### config.mk
export PLATFORM = sky130hd
export DESIGN_NAME = ptc_ctrl
export DESIGN_NICKNAME = d
export VERILOG_FILES = /design/src/hdl/ptc_pkg.sv /design/src/hdl/ptc_ctrl.sv
export SDC_FILE = /design/constraint.sdc
export NUM_CORES = 1
export LEC_CHECK = 0
export ABC_AREA = 0
export BUFFER_PORTS_ARGS = -buffer_cell sky130_fd_sc_hd__buf_2
export CAP_MARGIN = 20
export CORE_AREA = 4 4 41 43
export CTS_BUF_LIST = sky130_fd_sc_hd__clkbuf_8
export DETAILED_ROUTE_END_ITERATION = 8
export DIE_AREA = 0 0 45 47
export PLACE_DENSITY = 0.56
export SLEW_MARGIN = 20
export SYNTH_ARGS = -nofsm -noshare
export SYNTH_HDL_FRONTEND = slang
export SYNTH_SLANG_ARGS = --single-unit
### constraint.sdc
create_clock -name clk_i -period 1.07 [get_ports clk_i]
set_clock_uncertainty 0.1 [all_clocks]
set_input_delay 0.214 -clock clk_i [delete_from_list [all_inputs] [get_ports clk_i]]
set_output_delay 0.214 -clock clk_i [all_outputs]
set_load 0.03 [all_outputs]
### src/hdl/ptc_pkg.sv
`timescale 1ns / 1ps
// shared constants, register codes and datapath types for the pressure and
// temperature compensation block; no dependencies
package ptc_pkg;

  // pipeline shape
  localparam int NumStages   = 7;
  localparam int FrontStages = 3;
  localparam int BackStages  = NumStages - FrontStages;

  // field and bus widths
  localparam int CalWidth      = 16;
  localparam int RawWidth      = 24;
  localparam int TempWidth     = 19;
  localparam int PresWidth     = 18;
  localparam int AddrWidth     = 5;
  localparam int ApbDataWidth  = 32;
  localparam int InTdataWidth  = 48;
  localparam int OutTdataWidth = 40;

  // calibration register index codes (byte address is 4 * code)
  localparam logic [2:0] RegPresSens    = 3'd0;
  localparam logic [2:0] RegPresOffset  = 3'd1;
  localparam logic [2:0] RegSensTco     = 3'd2;
  localparam logic [2:0] RegOffsetTco   = 3'd3;
  localparam logic [2:0] RegRefTemp     = 3'd4;
  localparam logic [2:0] RegTempSlope   = 3'd5;

  // temperature reference point in hundredths of a degree
  localparam logic signed [19:0] TempRef = 20'sd2000;

  // output saturation limits
  localparam logic [TempWidth-1:0] TempMin = 19'h40000;
  localparam logic [TempWidth-1:0] TempMax = 19'h3FFFF;
  localparam logic [PresWidth-1:0] PresMax = 18'h3FFFF;

  // calibration words
  typedef struct packed {
    logic [CalWidth-1:0] pressure_sensitivity;
    logic [CalWidth-1:0] pressure_offset;
    logic [CalWidth-1:0] sensitivity_temp_coeff;
    logic [CalWidth-1:0] offset_temp_coeff;
    logic [CalWidth-1:0] reference_temperature;
    logic [CalWidth-1:0] temperature_slope;
  } cal_t;

  // one stage-load enable per pipeline stage
  typedef logic [NumStages-1:0] stage_vec_t;

  // scaled terms handed from the front stages to the back stages
  typedef struct packed {
    logic [19:0]         temp_base;   // 2000 + dT*C6/2^23, two's complement
    logic [16:0]         corr_low;    // 3*dT^2/2^33
    logic [12:0]         corr_high;   // 5*dT^2/2^38
    logic [35:0]         offset;      // OFF, two's complement
    logic [34:0]         sens;        // SENS, two's complement
    logic [RawWidth-1:0] raw_p;       // D1
  } scaled_t;

endpackage

### src/hdl/ptc_ctrl.sv
`timescale 1ns / 1ps
// pipeline occupancy control: per-stage valid bits and load enables
// depends on ptc_pkg
module ptc_ctrl (
  input  logic                clk_i,
  input  logic                rst_ni,
  input  logic                s_valid_i,
  output logic                s_ready_o,
  output logic                m_valid_o,
  input  logic                m_ready_i,
  output ptc_pkg::stage_vec_t en_o
);

  localparam int N = ptc_pkg::NumStages;

  ptc_pkg::stage_vec_t valid_d, valid_q;
  logic [N:0]          rdy;
  logic                in_acc, out_acc;

  // a stage loads when it is empty or its content moves on
  always_comb begin
    rdy[N] = m_ready_i;
    for (int k = N - 1; k >= 0; k--) begin
      rdy[k] = !valid_q[k] || rdy[k+1];
    end
  end

  assign en_o      = rdy[N-1:0];
  assign s_ready_o = rdy[0];
  assign m_valid_o = valid_q[N-1];
  assign in_acc    = s_valid_i & s_ready_o;
  assign out_acc   = m_valid_o & m_ready_i;

  // valid bits travel with the data
  always_comb begin
    valid_d = valid_q;
    if (rdy[0]) begin
      valid_d[0] = s_valid_i;
    end
    for (int k = 1; k < N; k++) begin
      if (rdy[k]) begin
        valid_d[k] = valid_q[k-1];
      end
    end
  end

  always_ff @(posedge clk_i or negedge rst_ni) begin
    if (!rst_ni) begin
      valid_q <= '0;
    end else begin
      valid_q <= valid_d;
    end
  end

`ifndef SYNTHESIS
  // items in flight change only by transfers on the two sides
  a_occupancy: assert property (@(posedge clk_i) disable iff (!rst_ni)
    1'b1 |=> $countones(valid_q) ==
             $past($countones(valid_q)) + $past(32'(in_acc)) - $past(32'(out_acc)))
    else $error("pipeline occupancy mismatch");

  // a bubble anywhere means the input side can take an item
  a_no_bubble_stall: assert property (@(posedge clk_i) disable iff (!rst_ni)
    !(&valid_q) |-> s_ready_o)
    else $error("input stalled with an empty stage");

  // an accepted item lands in the first stage
  a_first_stage: assert property (@(posedge clk_i) disable iff (!rst_ni)
    in_acc |=> valid_q[0])
    else $error("accepted item lost at first stage");
`endif

endmodule

* Yosys cells after proc, flatten, opt, wreduce, memory -nomap -nowiden
Cells that the tools add are included.
** Storage, ports and cells
- Flip-flop bits (word level) :: 7
- Output and inout bits :: 9
- Word-level logic and storage cells :: 21
- Input port bits :: 4
** Operators by class
- Reductions and logical operators :: 14
** Operators with widths (count)
- $logic_not A1 Y1 :: 7
- $logic_or A1 B1 Y1 :: 7

* Longest topological paths before layout
- Depth in word-level cells :: 8
- Gate-level depth with buffers :: 4
- Depth with buffers taken out :: 2

* Worst setup path before layout
OpenSTA, ideal clock, no wires.
- Path kind :: register to output
- Start :: reg valid_q[6]
- End :: out en_o[0]
- Arrival :: 1537 ps
- Slack :: -781 ps
- Path buffers :: 2
- Required time :: 756 ps
- Stages on the path, launching flop included :: 5
- Path through :: dfrtp_1 > and4b_1 > buf_6 > nand4_1 > buf_4
** On the way
- Word-level cells in the longest chain between the ends :: 8
** Ends and longest elaborated chain
- start: declaration :: RTL line ptc_ctrl.sv:16 : ptc_pkg::stage_vec_t valid_d, valid_q;
- start signal: assignment :: RTL line ptc_ctrl.sv:51 : valid_q <= valid_d;
- $logic_not A1 Y1 :: RTL line ptc_ctrl.sv:24 : rdy[k] = !valid_q[k] || rdy[k+1];
- $logic_or A1 B1 Y1 (7 in series) :: RTL line ptc_ctrl.sv:24
- end: declaration :: RTL line ptc_ctrl.sv:11 : output ptc_pkg::stage_vec_t en_o
Every way passes these cells.

* Worst setup path in the final report
Ends and elaborated chain as after synthesis.

==> metrics <==
status finished, violations left; failing checks negative setup slack; Mapped Area 304 µm²; Final Cell Area 552 µm²; Yosys cell types 16; largest net degree at the start of global routing 8; fin crit share 141%; CP max-delay cell dfrtp_2; DRC viols 0; slew at the pin with the worst max-slew slack 0.184 ns; share of cells above drive strength 1 56.0%; critical path data arrival time 1.20 ns; Final WS setup -0.442 ns; CP max FO 7; final hold vios 0; Largest regs valid_q (7); Largest Register valid_q; Routability Congestion 0.667; Clk Latency, worst-skew pair 0.22 ns; kind of cell adding the most delay to the critical path simple AND/OR/NAND/NOR gates; peak supply drop 0.851 mV; Max Clk Rate 661 MHz; synth top area cells dfrtp_1 (58%), nand2b_1 (6.2%), a21o_1 (4.9%), buf_6 (3.7%), a41o_1 (3.3%); CTS root buf clkbuf_8; largest family of logic cells by synthesized area simple AND/OR/NAND/NOR gates; Seq cells post-synth 7; die width 45 µm; register area share after synthesis 57.6%; Reg clk slew, reported paths 0.04 ns; Synth Area in Compound Gates 11.1%; startpoint type of the worst setup path flip-flop; vias in the first global route 265; Ys Warns 0; Syn Inst Count 26; core box area 0.00130 mm²; num rows 13; top-area cell type share of the netlist area 57.6%; CTS tree done; first drt pass iteration count 2; I/O Pins 13; Slew Limit Headroom 87.7%; CP max stage delay 0.34 ns; final setup violation count 15; Leak Pwr 0.267 nW; Post-Route WL 688 µm; Post-Layout Cell Count 65; max reg flops 7; DIE HEIGHT 47 µm; NumNets Final 55; Hold Path Class input pin to flip-flop; Synth Area in Simple Gates 22.2%; MaxCap Viol Count 0; initial antenna violation count 0; vias 269; Inst Count DP 57; CTS sink cnt 7; Power Dens Cells 1960 mW/mm²; fillers 128; total die area 0.00212 mm²; H-tree depth 1; post-synthesis xor/xnor area fraction 0%; DP Area 413 µm²; PortBufs 12; WL per Instance 10.6 µm; adder-cell share of the synthesized area 0%; Initial Util 23.4%; Slew Viols, Final 0; GR Overflow Total 0; CP Buf/Inv Count 1; area leader, netlist dfrtp_1; minimum clock period 1.51 ns; Critical Path End Type output pin; post-route ant nets 0; synthesis-to-finish area growth 81.5%; CTS Buf Count 3; first-pass GRT wire length 1090 µm; initial DRC count 1; mux contribution to synthesized area 0%; unrepaired setup endpoints after global routing true; total power 1.08 mW; worst-path cell chain and4b_2 -> nand4_1 -> buf_4; routed vias/inst 4.14; GRT Util Overall 7.50%; ANT cells 0; Syn Nets 30; final HPWL from detailed placement 471 µm; Clock Path Buffers 2; Required @ worst endpoint 0.76 ns; syn_area_per_cell 11.7 µm²; Crit Path Class flip-flop to output pin
cell type report:
type                    instances  area, µm²  area share, %
repair buffers                 23        198           35.8
flip-flops and latches          7        176           32.0
multi-input cells              15        110           20.0
clock buffers                   3       41.3           7.48
well taps                      15       18.8           3.40
clock inverters                 1       3.75          0.680
inverters                       1       3.75          0.680
logic make-up after synthesis:
group	count (synthesis)
compound gates	4
buf+inv	4
flops	7
simple gates	11
power breakdown:
part / switching (mW) / internal [mW] / leakage, nW
Combinational: 0.197 / 0.204 / 0.167
Sequential: 0.0227 / 0.306 / 0.0734
Clock: 0.105 / 0.247 / 0.0269
Total: 0.324 / 0.757 / 0.267
path summary, 6_finish.rpt:
check	startpoint	end	slack (ns)	cells past startpoint
worst min register to register	valid_q[2]	valid_q[3]	0.34	1
worst max register to register	valid_q[6]	valid_q[4]	-0.29	4
min in group asynchronous	rst_ni	valid_q[5]	0.26	2
max in group asynchronous	rst_ni	valid_q[6]	0.45	2
worst min-delay path	s_valid_i	valid_q[0]	0.08	2
worst max-delay path	valid_q[6]	en_o[0]	-0.44	3
per-layer routing:
layer / part of all wire (%) / vias up / global-route usage [%] / routed length [µm]
met4: 0 / 0 / 7.02 / 0
met1: 44 / 121 / 8.67 / 301
met3: 10 / 0 / 2.68 / 70
met5: 0 / - / 0 / 0
li1: - / 135 / - / -
met2: 46 / 13 / 10.7 / 317
Yosys cell counts:
cell / n
dfrtp_1: 7
nand2b_1: 3
a21o_1: 2
nand2_1: 2
a31o_1: 1
a41o_1: 1
and2_1: 1
and4b_1: 1
buf_2: 1
buf_4: 1
buf_6: 1
inv_1: 1
nand3_1: 1
nand3b_1: 1
nand4_1: 1
or2_1: 1
layout by cell type (no fill, tap or decap), drive strengths merged:
cell         instances
or2                  1
and2                 1
nand2b               3
a31o                 1
a21o                 2
a41o                 1
nand2                2
nand4                1
dfrtp                7
dlygate4sd3          1
buf                 22
and4b                1
clkbuf               3
nand3b               1
inv                  2
nand3                1
per-stage QoR:
step / setup TNS [ns] / hold slack (ns) / utilization, % / setup slack [ns]
finish: -4.20 / 0.0752 / 42.4 / -0.442
global route: -4.70 / 0.0775 / 42.4 / -0.506
CTS: -3.66 / 0.0724 / 41.0 / -0.455
detailed placement: -2.19 / -0.0445 / 31.7 / -0.292
global placement: -2.07 / -0.0448 / 31.7 / -0.278
floorplan: -2.83 / -0.182 / - / -0.676
timing repair:
action / 4_1_cts / 5_1_grt
endpoints found under the setup margin: 14 / 15
resized for setup: 18 / 1
hold endpoints to repair: 7 / 0
pin swaps: 1 / 3
hold buffers: 1 / 0
buffers inserted: 1 / 2
(Power assumes the default switching activity.)
