### config.mk
export PLATFORM = sky130hd
export DESIGN_NAME = ptc_cfg
export DESIGN_NICKNAME = d
export VERILOG_FILES = /design/src/hdl/ptc_pkg.sv /design/src/hdl/ptc_cfg.sv
export SDC_FILE = /design/constraint.sdc
export NUM_CORES = 1
export LEC_CHECK = 0
export BUFFER_PORTS_ARGS = -buffer_cell sky130_fd_sc_hd__buf_2
export CAP_MARGIN = 30
export CORE_MARGIN = 2
export CORE_UTILIZATION = 38
export DETAILED_ROUTE_END_ITERATION = 8
export PLACE_DENSITY = 0.69
export SLEW_MARGIN = 10
export SYNTH_ARGS = -nofsm -noshare
export SYNTH_HDL_FRONTEND = slang
export SYNTH_SLANG_ARGS = --single-unit
export TNS_END_PERCENT = 20
### constraint.sdc
create_clock -name clk_i -period 1.3 [get_ports clk_i]
set_input_delay 0.13 -clock clk_i [delete_from_list [all_inputs] [get_ports clk_i]]
set_output_delay 0.13 -clock clk_i [all_outputs]
set_load 0.02 [all_outputs]
### src/hdl/ptc_pkg.sv
`timescale 1ns / 1ps
// shared constants, register codes and datapath types for the pressure and
// temperature compensation block; no dependencies
package ptc_pkg;

  // pipeline shape
  localparam int NumStages   = 7;
  localparam int FrontStages = 3;
  localparam int BackStages  = NumStages - FrontStages;

  // field and bus widths
  localparam int CalWidth      = 16;
  localparam int RawWidth      = 24;
  localparam int TempWidth     = 19;
  localparam int PresWidth     = 18;
  localparam int AddrWidth     = 5;
  localparam int ApbDataWidth  = 32;
  localparam int InTdataWidth  = 48;
  localparam int OutTdataWidth = 40;

  // calibration register index codes (byte address is 4 * code)
  localparam logic [2:0] RegPresSens    = 3'd0;
  localparam logic [2:0] RegPresOffset  = 3'd1;
  localparam logic [2:0] RegSensTco     = 3'd2;
  localparam logic [2:0] RegOffsetTco   = 3'd3;
  localparam logic [2:0] RegRefTemp     = 3'd4;
  localparam logic [2:0] RegTempSlope   = 3'd5;

  // temperature reference point in hundredths of a degree
  localparam logic signed [19:0] TempRef = 20'sd2000;

  // output saturation limits
  localparam logic [TempWidth-1:0] TempMin = 19'h40000;
  localparam logic [TempWidth-1:0] TempMax = 19'h3FFFF;
  localparam logic [PresWidth-1:0] PresMax = 18'h3FFFF;

  // calibration words
  typedef struct packed {
    logic [CalWidth-1:0] pressure_sensitivity;
    logic [CalWidth-1:0] pressure_offset;
    logic [CalWidth-1:0] sensitivity_temp_coeff;
    logic [CalWidth-1:0] offset_temp_coeff;
    logic [CalWidth-1:0] reference_temperature;
    logic [CalWidth-1:0] temperature_slope;
  } cal_t;

  // one stage-load enable per pipeline stage
  typedef logic [NumStages-1:0] stage_vec_t;

  // scaled terms handed from the front stages to the back stages
  typedef struct packed {
    logic [19:0]         temp_base;   // 2000 + dT*C6/2^23, two's complement
    logic [16:0]         corr_low;    // 3*dT^2/2^33
    logic [12:0]         corr_high;   // 5*dT^2/2^38
    logic [35:0]         offset;      // OFF, two's complement
    logic [34:0]         sens;        // SENS, two's complement
    logic [RawWidth-1:0] raw_p;       // D1
  } scaled_t;

endpackage

### src/hdl/ptc_cfg.sv
`timescale 1ns / 1ps
// APB calibration register file, six 16-bit words
// depends on ptc_pkg
module ptc_cfg (
  input  logic                                clk_i,
  input  logic                                rst_ni,
  input  logic                                psel_i,
  input  logic                                penable_i,
  input  logic                                pwrite_i,
  input  logic [ptc_pkg::AddrWidth-1:0]       paddr_i,
  input  logic [ptc_pkg::ApbDataWidth-1:0]    pwdata_i,
  output logic [ptc_pkg::ApbDataWidth-1:0]    prdata_o,
  output logic                                pready_o,
  output ptc_pkg::cal_t                       cal_o
);

  ptc_pkg::cal_t cal_d, cal_q;
  logic          wr_en;
  logic [2:0]    idx;
  logic [ptc_pkg::CalWidth-1:0] rd_word;

  assign pready_o = 1'b1;
  assign wr_en    = psel_i & penable_i & pwrite_i & pready_o;
  assign idx      = paddr_i[ptc_pkg::AddrWidth-1:2];

  // register write decode
  always_comb begin
    cal_d = cal_q;
    if (wr_en) begin
      case (idx)
        ptc_pkg::RegPresSens:   cal_d.pressure_sensitivity   = pwdata_i[15:0];
        ptc_pkg::RegPresOffset: cal_d.pressure_offset        = pwdata_i[15:0];
        ptc_pkg::RegSensTco:    cal_d.sensitivity_temp_coeff = pwdata_i[15:0];
        ptc_pkg::RegOffsetTco:  cal_d.offset_temp_coeff      = pwdata_i[15:0];
        ptc_pkg::RegRefTemp:    cal_d.reference_temperature  = pwdata_i[15:0];
        ptc_pkg::RegTempSlope:  cal_d.temperature_slope      = pwdata_i[15:0];
        default: ;
      endcase
    end
  end

  always_ff @(posedge clk_i or negedge rst_ni) begin
    if (!rst_ni) begin
      cal_q <= '0;
    end else begin
      cal_q <= cal_d;
    end
  end

  // read mux
  always_comb begin
    case (idx)
      ptc_pkg::RegPresSens:   rd_word = cal_q.pressure_sensitivity;
      ptc_pkg::RegPresOffset: rd_word = cal_q.pressure_offset;
      ptc_pkg::RegSensTco:    rd_word = cal_q.sensitivity_temp_coeff;
      ptc_pkg::RegOffsetTco:  rd_word = cal_q.offset_temp_coeff;
      ptc_pkg::RegRefTemp:    rd_word = cal_q.reference_temperature;
      ptc_pkg::RegTempSlope:  rd_word = cal_q.temperature_slope;
      default:                rd_word = '0;
    endcase
  end

  assign prdata_o = {16'h0000, rd_word};
  assign cal_o    = cal_q;

endmodule

== Word-level counts from Yosys, hierarchy flattened ==
Index checks and enable logic that the tools add are counted.

* Add/sub/neg operators: 0
* Multiply operators: 0
* Div/mod/pow operators: 0
* Magnitude comparators: 0
* Eq/ne operators: 5
* Shift operators: 0
* Mux-type cells: 1
* Bitwise logic cells: 2
* Reductions and logical operators: 7

{| class="wikitable"
|+ Operator list
! cell !! count
|-
| $pmux 16 s6 || 1
|-
| $reduce_and 2->1 || 6
|-
| $eq 3x2->1 const B || 2
|-
| $eq 3x3->1 const B || 2
|-
| $eq 3x1->1 const B || 1
|-
| $logic_not 3->1 || 1
|-
| $and 1x1->1 || 2
|}

* Flip-flop bits (word level): 96
* Latch bits: 0
* Memory bits (writable): 0
* Memory bits (read-only): 0
* Input port bits: 42
* Memories: 0

== Longest topological paths before layout ==
* Word-level depth: 3
* Depth in mapped cells: 6

== Worst setup path after synthesis ==
Ideal clock, no wire load.

* Path kind: input port to output port
* Start: input port paddr_i[4] (netlist bit)
* End: output port prdata_o[10] (netlist bit)
* Arrival: 1.319 ns
* Slack: -0.149 ns
* Cell stages on the path: 5
* Path buffers: 2
* Cells stage by stage: clkbuf_2 -> nor2b_1 -> clkbuf_1 -> a221oi_1 -> a31oi_1

* Cells in the longest elaborated chain, start to end: 2
* Elaborated cells between the ends (all ways): 7

{| class="wikitable"
|+ RTL lines
! element !! line !! RTL
|-
| from (decl) || ptc_cfg.sv:10 || <nowiki>input logic [ptc_pkg::AddrWidth-1:0] paddr_i,</nowiki>
|-
| $eq 3x3->1, or another cell as far along || ptc_cfg.sv:52 || <nowiki>case (idx)</nowiki>
|-
| $pmux 16 s6 * || ptc_cfg.sv:52 ||
|-
| to (decl) || ptc_cfg.sv:12 || <nowiki>output logic [ptc_pkg::ApbDataWidth-1:0] prdata_o,</nowiki>
|}

Mark *: on every way between the ends. The rest lies on a longest branch, timed or not.

== Worst setup path in the final report ==
* Start: register cal_q (netlist bit cal_o[85])
* End: output port prdata_o[5] (netlist bit)

* Cells in the longest elaborated chain, start to end: 1

{| class="wikitable"
|+ RTL lines
! element !! line !! RTL
|-
| from (decl) || ptc_cfg.sv:17 || <nowiki>ptc_pkg::cal_t cal_d, cal_q;</nowiki>
|-
| from (signal assigned) || ptc_cfg.sv:46 || <nowiki>cal_q <= cal_d;</nowiki>
|-
| $pmux 16 s6 || ptc_cfg.sv:52 ||
|}

No other way between the ends.

==> impl_metrics.py <==
metrics = {
    "timing": {
        "layout_setup_ws_ns": -0.3042,
        "max-slew-margin-rel_pct": 65.67,
        "totalNegativeSetupSlack_ns": -3.716,
        "finalSetupViolations": 17,
        "finClkSkew_ns": 0,
        "layout_worst_path_cycle_share_pct": 123.4,
        "timing_worst_slew_pin_value_ns": 0.5149,
        "finalWorstPathRequiredPeriod_ns": 1.604,
        "finalHoldViolCount": 0,
        "unrepaired_setup_endpoints_after_global_routing": "true",
        "slew_violations": 0,
        "fmax_mhz": 623.4,
    },
    "cts": {
        "clock_latency_late_sink_ns": 0.34,
        "clkSinkCount": 96,
        "htree_levels": 3,
        "cts_inserted_buffers": 9,
        "ctsRootBufferMaster": "clkbuf_16",
        "max-clock-path-buffers": 2,
        "cts_tree": "yes",
        "clk_transition_reported_paths_ns": 0.06,
    },
    "worst_setup_path": {
        "crit_path_max_fanout": 2,
        "critical-path-slowest-cell": "dfrtp_1",
        "critical_path.cell_chain": "mux2_4 > a221oi_2 > a31oi_2 > buf_4",
        "endpoint": "prdata_o[5]",
        "critical_register_to_register_path_endpoint": "cal_o[59]",
        "worst_setup_path_end_kind": "output pin",
        "slowest_delay_ns": 0.38,
        "reg2reg_depth": 4,
        "crit_path_start_kind": "flop",
        "worst_ep_arrival_time_ns": 1.47,
        "critical_path.startpoint": "cal_o[85]",
        "crit_path_required_time_ns": 1.17,
        "timing.reg2reg.setup_slack_ns": 0.18,
        "critPathKind": "flop to output pin",
        "r2r_start": "cal_o[59]",
    },
    "worst_hold_path": {
        "min_path_type": "input pin to flop",
    },
    "layout": {
        "antenna_cells": 0,
        "final_cells": 666,
        "final_cell_mix": "buf_2 (122), dfrtp_1 (96), mux2_2 (86), buf_4 (53), mux2i_1 (26)",
        "final_layout_size_suffix_gt1_share_pct": 63.39,
        "final.fill_count": 1048,
        "finish.net_count": 556,
        "relative_area_change_from_synthesis_to_final_layout_pct": 38.84,
        "final_common_cell": "buf_2",
        "fin_area_mm2": 0.006391,
        "largest_reg_flops": 96,
        "finish.utilization_pct": 53.66,
    },
    "route": {
        "drt_pre_antenna_iters": 4,
        "dr_total_vias": 3371,
        "via_per_inst": 5.062,
        "drtAntennaViolNets": 0,
        "initialDrtViolationCount": 134,
        "drcViolationCount": 0,
        "wl_per_cell_um": 18.42,
        "route.final.wire_length_mm": 12.27,
    },
    "logic_synthesis": {
        "yosysTopAreaCellShare_pct": 52.19,
        "syn_area_per_cell_um2": 13.74,
        "ys_types": 30,
        "syn_inst": 335,
        "postSynth.topFlopCell": "dfrtp_1",
        "yosysWarnings": 0,
        "synth_top_area_cell": "dfrtp_1",
        "synthesis.area_mm2": 0.004603,
        "postSynth.asyncResetShare_pct": 100.0,
        "yosys-top-cells-area": "dfrtp_1 (52%), mux2_2 (24%), mux2i_1 (5.7%)",
        "ys_seq_elements": 96,
        "post_synth_edffs": 0,
        "seq_area_frac_synth_pct": 52.19,
    },
    "power_and_ir_drop": {
        "design_power_total_uw": 10410,
        "maximum_ir_drop_on_the_vdd_rail_mv": 0.9972,
        "powerDensity_mw_per_mm2": 1629,
        "static-leakage-power_uw": 0.003226,
    },
    "die": {
        "dieHeight_um": 114.1,
        "fp.coreArea_mm2": 0.01191,
        "row_count": 40,
        "design.portCount": 171,
        "floorplan.die_area_mm2": 0.01301,
        "initial_utilization_pct": 38.64,
        "die-width_um": 114.1,
    },
    "global_routing": {
        "grt_overflow": 0,
        "vias_in_the_first_global_route": 3555,
        "grt_first_pass_wirelength_mm": 19.24,
        "initial_antenna_violation_count": 0,
        "grt_usage_pct": 19.44,
        "grt_max_degree": 95,
    },
    "run_status": {
        "failed_checks": "negative setup slack",
        "outcome": "complete, but fails checks",
    },
    "placed_design": {
        "placed_area_mm2": 0.005828,
        "dpl.cell_count": 643,
        "gpl.final_weighted_congestion": 0.7798,
        "buffer_ports.inserted": 135,
        "detailedPlacementHpwl_mm": 8.749,
    },
    "run": {
        "cap_violations": 0,
    },
}
[routing by layer]
layer  share of wire (%)  GRT usage (%)
met1                  43          23.99
met3                 4.4          3.864
met5                   0              0
met2                  50          33.10
met4                 2.6          8.618
[metrics by stage]
step / setup WS (ns) / hold WS, ns
2_1_floorplan: -0.07287 / -0.1656
3_3_place_gp: -0.2261 / -0.07355
3_5_place_dp: -0.2444 / -0.07167
4_1_cts: -0.3008 / 0.06943
5_1_grt: -0.3626 / 0.08105
6_report: -0.3042 / 0.07855
[final cells by class]
class | count | area (µm²) | area share, %
flip-flops and latches | 96 | 2402 | 37.59
multi-input cells | 216 | 2168 | 33.93
repair buffers | 190 | 1264 | 19.77
clock buffers | 10 | 239.0 | 3.739
well taps | 147 | 183.9 | 2.878
clock inverters | 6 | 130.1 | 2.036
inverters | 1 | 3.754 | 0.05873
[Yosys cell counts (all sizes together), types with 5 or more instances]
master    n
nor2     10
nand2    12
buf      32
dfrtp    96
clkbuf    5
o221ai    6
or3       6
mux2    108
mux2i    26
a221oi    6
a31oi     6
[critical path: cells and delay by family (launching register included)]
family                 cells  cell delay (ns)
DFF                        1             0.38
AOI/OAI and AO/OA          2             0.31
muxes                      1             0.27
buffers and inverters      1             0.17
[worst min-delay path by stage]
stage,cells after the start,slack [ns],endpoint,startpoint
finish,2,0.08,cal_o[89],pwdata_i[9]
global route,2,0.08,cal_o[89],pwdata_i[9]
CTS,2,0.07,cal_o[89],pwdata_i[9]
detailed placement,1,-0.07,cal_o[47],rst_ni
global placement,1,-0.07,cal_o[47],rst_ni
floorplan,0,-0.17,cal_o[0],rst_ni
[cell families after synthesis]
family,synth area share [%]
other,0.1631
and+or+nand+nor,5.273
AOI/OAI and AO/OA,4.730
DFF,52.19
buffers and inverters,5.572
muxes,32.07
[what timing repair did]
action | in CTS | in global routing
setup endpoints to repair | 16 | 17
hold buffers | 1 | 0
setup buffers | 4 | 2
pin swaps | 0 | 3
resized for setup | 20 | 12
endpoints found under the hold margin | 96 | 0
[power by group]
| group | total [µW] | internal [µW] | leakage [µW] | switching (µW) |
|---|---|---|---|---|
| Combinational | 3150 | 1410 | 0.00182 | 1740 |
| Clock | 3230 | 2120 | 0.000182 | 1110 |
| Sequential | 4030 | 3570 | 0.00123 | 461 |
(Power assumes the default switching activity.)
