[config.mk]
export PLATFORM = sky130hd
export DESIGN_NAME = ptc_back
export DESIGN_NICKNAME = d
export VERILOG_FILES = /design/src/hdl/ptc_pkg.sv /design/src/hdl/ptc_back.sv
export SDC_FILE = /design/constraint.sdc
export NUM_CORES = 2
export LEC_CHECK = 0
export BUFFER_PORTS_ARGS = -buffer_cell sky130_fd_sc_hd__buf_2
export CAP_MARGIN = 20
export CORE_UTILIZATION = 65
export DETAILED_ROUTE_END_ITERATION = 10
export PLACE_DENSITY = 0.83
export SLEW_MARGIN = 30
export SYNTH_ARGS = -nofsm -noshare
export SYNTH_HDL_FRONTEND = slang
export SYNTH_SLANG_ARGS = --single-unit
[constraint.sdc]
create_clock -name clk_i -period 8.45 [get_ports clk_i]
set_input_delay 0.4225 -clock clk_i [delete_from_list [all_inputs] [get_ports clk_i]]
set_output_delay 0.4225 -clock clk_i [all_outputs]
set_load 0.05 [all_outputs]
[src/hdl/ptc_pkg.sv]
`timescale 1ns / 1ps
// shared constants, register codes and datapath types for the pressure and
// temperature compensation block; no dependencies
package ptc_pkg;

  // pipeline shape
  localparam int NumStages   = 7;
  localparam int FrontStages = 3;
  localparam int BackStages  = NumStages - FrontStages;

  // field and bus widths
  localparam int CalWidth      = 16;
  localparam int RawWidth      = 24;
  localparam int TempWidth     = 19;
  localparam int PresWidth     = 18;
  localparam int AddrWidth     = 5;
  localparam int ApbDataWidth  = 32;
  localparam int InTdataWidth  = 48;
  localparam int OutTdataWidth = 40;

  // calibration register index codes (byte address is 4 * code)
  localparam logic [2:0] RegPresSens    = 3'd0;
  localparam logic [2:0] RegPresOffset  = 3'd1;
  localparam logic [2:0] RegSensTco     = 3'd2;
  localparam logic [2:0] RegOffsetTco   = 3'd3;
  localparam logic [2:0] RegRefTemp     = 3'd4;
  localparam logic [2:0] RegTempSlope   = 3'd5;

  // temperature reference point in hundredths of a degree
  localparam logic signed [19:0] TempRef = 20'sd2000;

  // output saturation limits
  localparam logic [TempWidth-1:0] TempMin = 19'h40000;
  localparam logic [TempWidth-1:0] TempMax = 19'h3FFFF;
  localparam logic [PresWidth-1:0] PresMax = 18'h3FFFF;

  // calibration words
  typedef struct packed {
    logic [CalWidth-1:0] pressure_sensitivity;
    logic [CalWidth-1:0] pressure_offset;
    logic [CalWidth-1:0] sensitivity_temp_coeff;
    logic [CalWidth-1:0] offset_temp_coeff;
    logic [CalWidth-1:0] reference_temperature;
    logic [CalWidth-1:0] temperature_slope;
  } cal_t;

  // one stage-load enable per pipeline stage
  typedef logic [NumStages-1:0] stage_vec_t;

  // scaled terms handed from the front stages to the back stages
  typedef struct packed {
    logic [19:0]         temp_base;   // 2000 + dT*C6/2^23, two's complement
    logic [16:0]         corr_low;    // 3*dT^2/2^33
    logic [12:0]         corr_high;   // 5*dT^2/2^38
    logic [35:0]         offset;      // OFF, two's complement
    logic [34:0]         sens;        // SENS, two's complement
    logic [RawWidth-1:0] raw_p;       // D1
  } scaled_t;

endpackage

[src/hdl/ptc_back.sv]
`timescale 1ns / 1ps
// back stages: second-order temperature correction, pressure product,
// scaling, offset removal and saturation; depends on ptc_pkg
module ptc_back (
  input  logic                                 clk_i,
  input  logic [ptc_pkg::BackStages-1:0]       en_i,
  input  ptc_pkg::scaled_t                     scaled_i,
  output logic [ptc_pkg::TempWidth-1:0]        temperature_centi_o,
  output logic [ptc_pkg::PresWidth-1:0]        pressure_pascal_o
);

  localparam logic signed [59:0] Bias21 = (60'sd1 <<< 21) - 60'sd1;

  // stage 4
  logic signed [20:0]               t21;
  logic [ptc_pkg::TempWidth-1:0]    temp4_d, temp4_q, temp5_q, temp6_q, temp7_q;
  logic [40:0]                      pl_d, pl_q;
  logic signed [42:0]               ph_d, ph_q;
  logic [35:0]                      off4_q, off5_q, off6_q;
  // stage 5
  logic signed [59:0]               prod_d, prod_q;
  // stage 6
  logic signed [59:0]               p_sum, p_sh;
  logic signed [38:0]               q_d, q_q;
  // stage 7
  logic signed [39:0]               diff;
  logic [ptc_pkg::PresWidth-1:0]    pres_d, pres_q;

  // second-order correction and temperature saturation
  always_comb begin
    if ($signed(scaled_i.temp_base) < ptc_pkg::TempRef) begin
      t21 = $signed({scaled_i.temp_base[19], scaled_i.temp_base})
          - $signed({4'h0, scaled_i.corr_low});
    end else begin
      t21 = $signed({scaled_i.temp_base[19], scaled_i.temp_base})
          - $signed({8'h00, scaled_i.corr_high});
    end
    if ((t21[20:18] == 3'b000) || (t21[20:18] == 3'b111)) begin
      temp4_d = t21[18:0];
    end else if (t21[20]) begin
      temp4_d = ptc_pkg::TempMin;
    end else begin
      temp4_d = ptc_pkg::TempMax;
    end
  end

  // D1 * SENS as two partial products over the low and high parts of SENS
  assign pl_d = scaled_i.raw_p * scaled_i.sens[16:0];
  assign ph_d = $signed({1'b0, scaled_i.raw_p}) * $signed(scaled_i.sens[34:17]);

  // recombine partial products
  assign prod_d = $signed({ph_q, 17'h00000}) + $signed({19'h00000, pl_q});

  // divide by 2^21 toward zero
  always_comb begin
    p_sum = prod_q + (prod_q[59] ? Bias21 : 60'sd0);
    p_sh  = p_sum >>> 21;
    q_d   = p_sh[38:0];
  end

  // subtract OFF, divide by 2^15 and clamp; a negative difference gives zero
  always_comb begin
    diff = $signed({q_q[38], q_q}) - $signed({{4{off6_q[35]}}, off6_q});
    if (diff[39]) begin
      pres_d = '0;
    end else if (|diff[38:33]) begin
      pres_d = ptc_pkg::PresMax;
    end else begin
      pres_d = diff[32:15];
    end
  end

  // stage registers
  always_ff @(posedge clk_i) begin
    if (en_i[0]) begin
      temp4_q <= temp4_d;
      pl_q    <= pl_d;
      ph_q    <= ph_d;
      off4_q  <= scaled_i.offset;
    end
    if (en_i[1]) begin
      temp5_q <= temp4_q;
      prod_q  <= prod_d;
      off5_q  <= off4_q;
    end
    if (en_i[2]) begin
      temp6_q <= temp5_q;
      q_q     <= q_d;
      off6_q  <= off5_q;
    end
    if (en_i[3]) begin
      temp7_q <= temp6_q;
      pres_q  <= pres_d;
    end
  end

  assign temperature_centi_o = temp7_q;
  assign pressure_pascal_o   = pres_q;

endmodule

# ---- After elaboration in Yosys (flattened, before gate mapping)
# Index checks and enable logic that the tools add are counted.
dict set report op_classes {
  add_sub_neg 5
  multipliers 2
  div_mod_pow 0
  order_cmp 1
  eq_ne 1
  shifts 0
  n_mux 5
  bitwise 0
  n_reduce_logical 3
}
# operator count
set ops {}
lappend ops {{60-bit by 22-bit adder with 60-bit output} 1}
lappend ops {{60-bit by 42-bit adder with 60-bit output} 1}
lappend ops {{25-bit by 18-bit multiplier with 43-bit output} 1}
lappend ops {{21-bit 2-to-1 mux} 2}
lappend ops {{24-bit by 17-bit multiplier with 41-bit output} 1}
lappend ops {{39-bit by 36-bit subtractor with 40-bit output} 1}
lappend ops {{19-bit 2-to-1 mux} 2}
lappend ops {{20-bit by 14-bit subtractor with 21-bit output} 1}
lappend ops {{20-bit by 18-bit subtractor with 21-bit output} 1}
lappend ops {{20-bit by 12-bit less-than comparator with 1-bit output, second input constant} 1}
lappend ops {{18-bit 2-to-1 mux} 1}
lappend ops {{6-bit OR reduction} 1}
lappend ops {{3-bit equality test, second input constant} 1}
lappend ops {{3-bit logical NOT} 1}
lappend ops {{1-bit logical OR} 1}
dict set report word_totals {
  reg_bits 385
  latchBits 0
  ram_bits 0
  mem_bits_ro 0
  inputBits 150
  n_memories 0
}

# ---- Depth between registers and ports, before layout
dict set report depth {
  ltp_word 5
  depth_mapped 25
}

# ---- Worst setup path before layout
# No wires, ideal clock.
dict set report synth_timing {
  path_type {in2reg}
  startpoint {in scaled_i[10] (netlist bit)}
  endpoint {reg ph_q[36] (data pin)}
  setup_time_ns 0.266
  arrival_ns 6.229
  required_ns 8.184
  slack_ns 1.955
  stages 22
  cell_sequence {clkbuf_1 -> clkbuf_1 -> nand2_1 -> fa_1 -> fa_1 -> fa_1 -> fa_1 -> inv_1 -> fa_1 -> inv_1 -> fa_1 -> inv_1 -> ha_1 -> and4_1 -> a21oi_1 -> nor3b_1 -> a21oi_1 -> a41oi_1 -> o21ai_1 -> a2111oi_0 -> nor3_1 -> xor2_1}
}
dict set report synth_between {
  elab_chain_cells 1
}
# element line
set synth_rtl {}
lappend synth_rtl {{from (decl)} ptc_back.sv:7} ;# input ptc_pkg::scaled_t scaled_i,
lappend synth_rtl {{25-bit by 18-bit multiplier with 43-bit output} ptc_back.sv:49} ;# assign ph_d = $signed({1'b0, scaled_i.raw_p}) * $signed(scaled_i.sens[34:17]);
lappend synth_rtl {{via ph_d[36]} ptc_back.sv:18} ;# logic signed [42:0] ph_d, ph_q;
lappend synth_rtl {{to (signal assigned)} ptc_back.sv:78} ;# ph_q <= ph_d;
lappend synth_rtl {{to (decl)} ptc_back.sv:18}
# The timed path passes the listed nets, and every way through them passes these cells.
# A chain may end at the register's enable or synchronous reset.

# ---- Worst setup path in the final report
dict set report layout_timing {
  startpoint {in scaled_i[11] (netlist bit)}
  endpoint {reg ph_q[36] (data pin)}
}
# The elaborated chain is that of the path after synthesis.

==> impl_metrics.ini <==
[cts]
cts_buffers = 36
cts.clk_slew.worst_paths_ns = 0.06
cts_tree = yes
insertion_delay_ns = 0.54
ctsHoldBuffers = 0
cts_resized = 0
cts-root-buf = clkbuf_16
htree_levels = 2
postCtsSetupRepairBufs = 0
cts_max_path_buffers = 3
cts.sinks = 385

[finish]
final_common_cell = inv_1
final_cell_mix = inv_1, fa_1, nand2_1, edfxtp_1, ha_1
area_delta_synth_final_pct = 6.10
stdcell_area_sq_um = 47900
drive_gt1_share_pct = 6.96
nets = 5707
fin_util_pct = 69.7

[floorplanning]
rows = 96
die_y_um = 266
pin_count = 187
coreArea_sq_um = 68700
die_x_um = 266
die_area_sq_um = 70500
start_util_pct = 65.7

[sta]
max_slew_margin_pct = 33.2
post-route-min-period_ns = 6.92
finalSetupViolCount = 0
setup_tns_ns = 0
finalHoldViolCount = 0
clock.fmax_ghz = 0.145
finalCritPeriodShare_pct = 81.8
report.final.slew_viol_count = 0
clock_skew_ns = 0.0221
rsz0062_at_grt = false
worstMarginPinSlew_ns = 0.999

[worst_setup_path]
crit-reg2reg-launch = q_q[16]
path_class = input pin to flop
r2r_slack_ns = 4.54
r2r-end = pressure_pascal_o[17]
cp-end-kind = flop
r2r_cells = 10
slowest_stage = buf_2
cp_common_cell = fa_1
cp-start-kind = input pin
worstPathCellList = buf_2, nand2_1, fa_1, inv_1, fa_1, inv_1, fa_1, inv_1, fa_1, fa_1, inv_1, fa_1, inv_1, ha_1, a211o_1, nor3b_1, a21oi_1, a41oi_1, o21ai_1, a2111oi_0, nor3_1, xor2_1
crit_start = scaled_i[11]
cp_data_required_time_ns = 8.72
arrival_ns = 7.19
crit_fanout = 35
endpoint = ph_q[36]
max_stage_delay_ns = 0.71

[placement]
dp_hpwl_um = 81700
portBuffers = 186
place_area_sq_um = 46600
gp_congestion = 0.930

[synth]
syn-num-nets = 5644
synth_area_per_cell_sq_um = 10.1
synthFlopType = edfxtp_1
synth_edf_count = 385
syn-cell-area_sq_um = 45200
yosysWarnings = 0
async_flop_share_pct = 0
yosysUniqueCellTypes = 97
synth-seq-cells = 385
synth_cells = 4452
yosysSeqAreaShare_pct = 25.6

[run]
maxCapViolations = 0

[worst_hold_path]
hold_path.class = input pin to flop

[global_route]
grt-ovfl-total = 0
groute.usage.overall_pct = 30.5
grt_pass1_vias = 32700
antenna_found_initial = 4
grt_pass1_wl_um = 169000
grt_max_degree = 80

[route]
routedWlPerCell_um = 19.1
finalWirelength_um = 105000
vias_per_cell = 5.72
drt_first_pass_iters = 7
antenna_left = 0
drt-initial-drc-count = 2367
drc = 0
vias = 31300

[outcome]
status = completed
==> area by class of cell <==
cell class / instances / area (sq um)
Clock inverter: 22 / 278
Inverter: 919 / 3450
Clock buffer: 43 / 970
Multi-Input combinational cell: 2963 / 29400
Antenna cell: 2 / 5.00
Fill cell: 5058 / 20800
Sequential cell: 385 / 11600
Timing Repair Buffer: 210 / 1120
Tap cell: 931 / 1160
==> stage by stage <==
stage          hold WS [ns]  setup WS (ns)  instances
2_1_floorplan         0.400           1.96       4452
3_3_place_gp          0.402           1.15       5407
3_5_place_dp          0.405           1.10       5407
4_1_cts              0.0330           1.62       5472
5_1_grt              0.0415           1.01       5474
6_report             0.0562           1.53       5475
==> critical path: cells and delay by family <==
kind / cells / cell delay (ns)
compound gates: 5 / 1.79
xor+xnor: 1 / 0.15
fa+ha+maj: 7 / 3.33
buf+inv: 6 / 0.96
simple gates: 3 / 0.50
==> layer usage <==
metal	vias up	wire (um)	track usage, %
li1	14200	-	-
met1	15500	41200	39.7
met2	1393	49800	51.2
met3	254	10100	6.24
met4	6	3550	10.5
met5	-	35	0
==> flip-flops by register name, indices dropped and copies added, names as in the netlist <==
register and count:
temperature_centi_o 19, prod_q 60, q_q 39, off4_q 36
off6_q 36, off5_q 36, ph_q 43, pl_q 41
temp6_q 19, pressure_pascal_o 18, temp5_q 19, temp4_q 19
==> synth_stat cells (32+ instances only) <==
master / count / area share (%)
edfxtp_1: 385 / 26
clkbuf_1: 169 / 1.4
nand2_1: 602 / 5.0
inv_1: 918 / 7.6
nand3_1: 51 / 0.57
xnor2_1: 124 / 2.4
nor2_1: 89 / 0.74
nand2b_1: 32 / 0.44
xor2_1: 55 / 1.1
a21oi_1: 119 / 1.3
o21ai_0: 70 / 0.78
and2_1: 320 / 4.4
ha_1: 359 / 9.9
a21o_1: 82 / 1.4
fa_1: 683 / 30
==> worst min path at each step <==
stage	start	endpoint	cells past startpoint
finish	scaled_i[67]	off4_q[8]	1
global placement	pl_q[10]	prod_q[10]	0
CTS	scaled_i[70]	off4_q[11]	1
global route	scaled_i[60]	off4_q[1]	1
detailed placement	off4_q[10]	off5_q[10]	0
floorplan	off4_q[0]	off5_q[0]	0
==> logic make-up (layout without fill, tap and decap cells) <==
kind of cell / count (synthesis) / in the layout / synth area share, %
other: 0 / 2 / 0
buffers and inverters: 1104 / 1194 / 9.39
muxes: 14 / 14 / 0.313
and+or+nand+nor: 1257 / 1257 / 13.6
AOI/OAI and AO/OA: 469 / 469 / 7.30
DFF: 385 / 385 / 25.6
xor gates and xnor gates: 181 / 181 / 3.54
adders and majority gates: 1042 / 1042 / 40.2
Power is left out: the tool's default activity adds up to more than one toggle a clock period on the data nets, which glitch-free logic cannot reach.
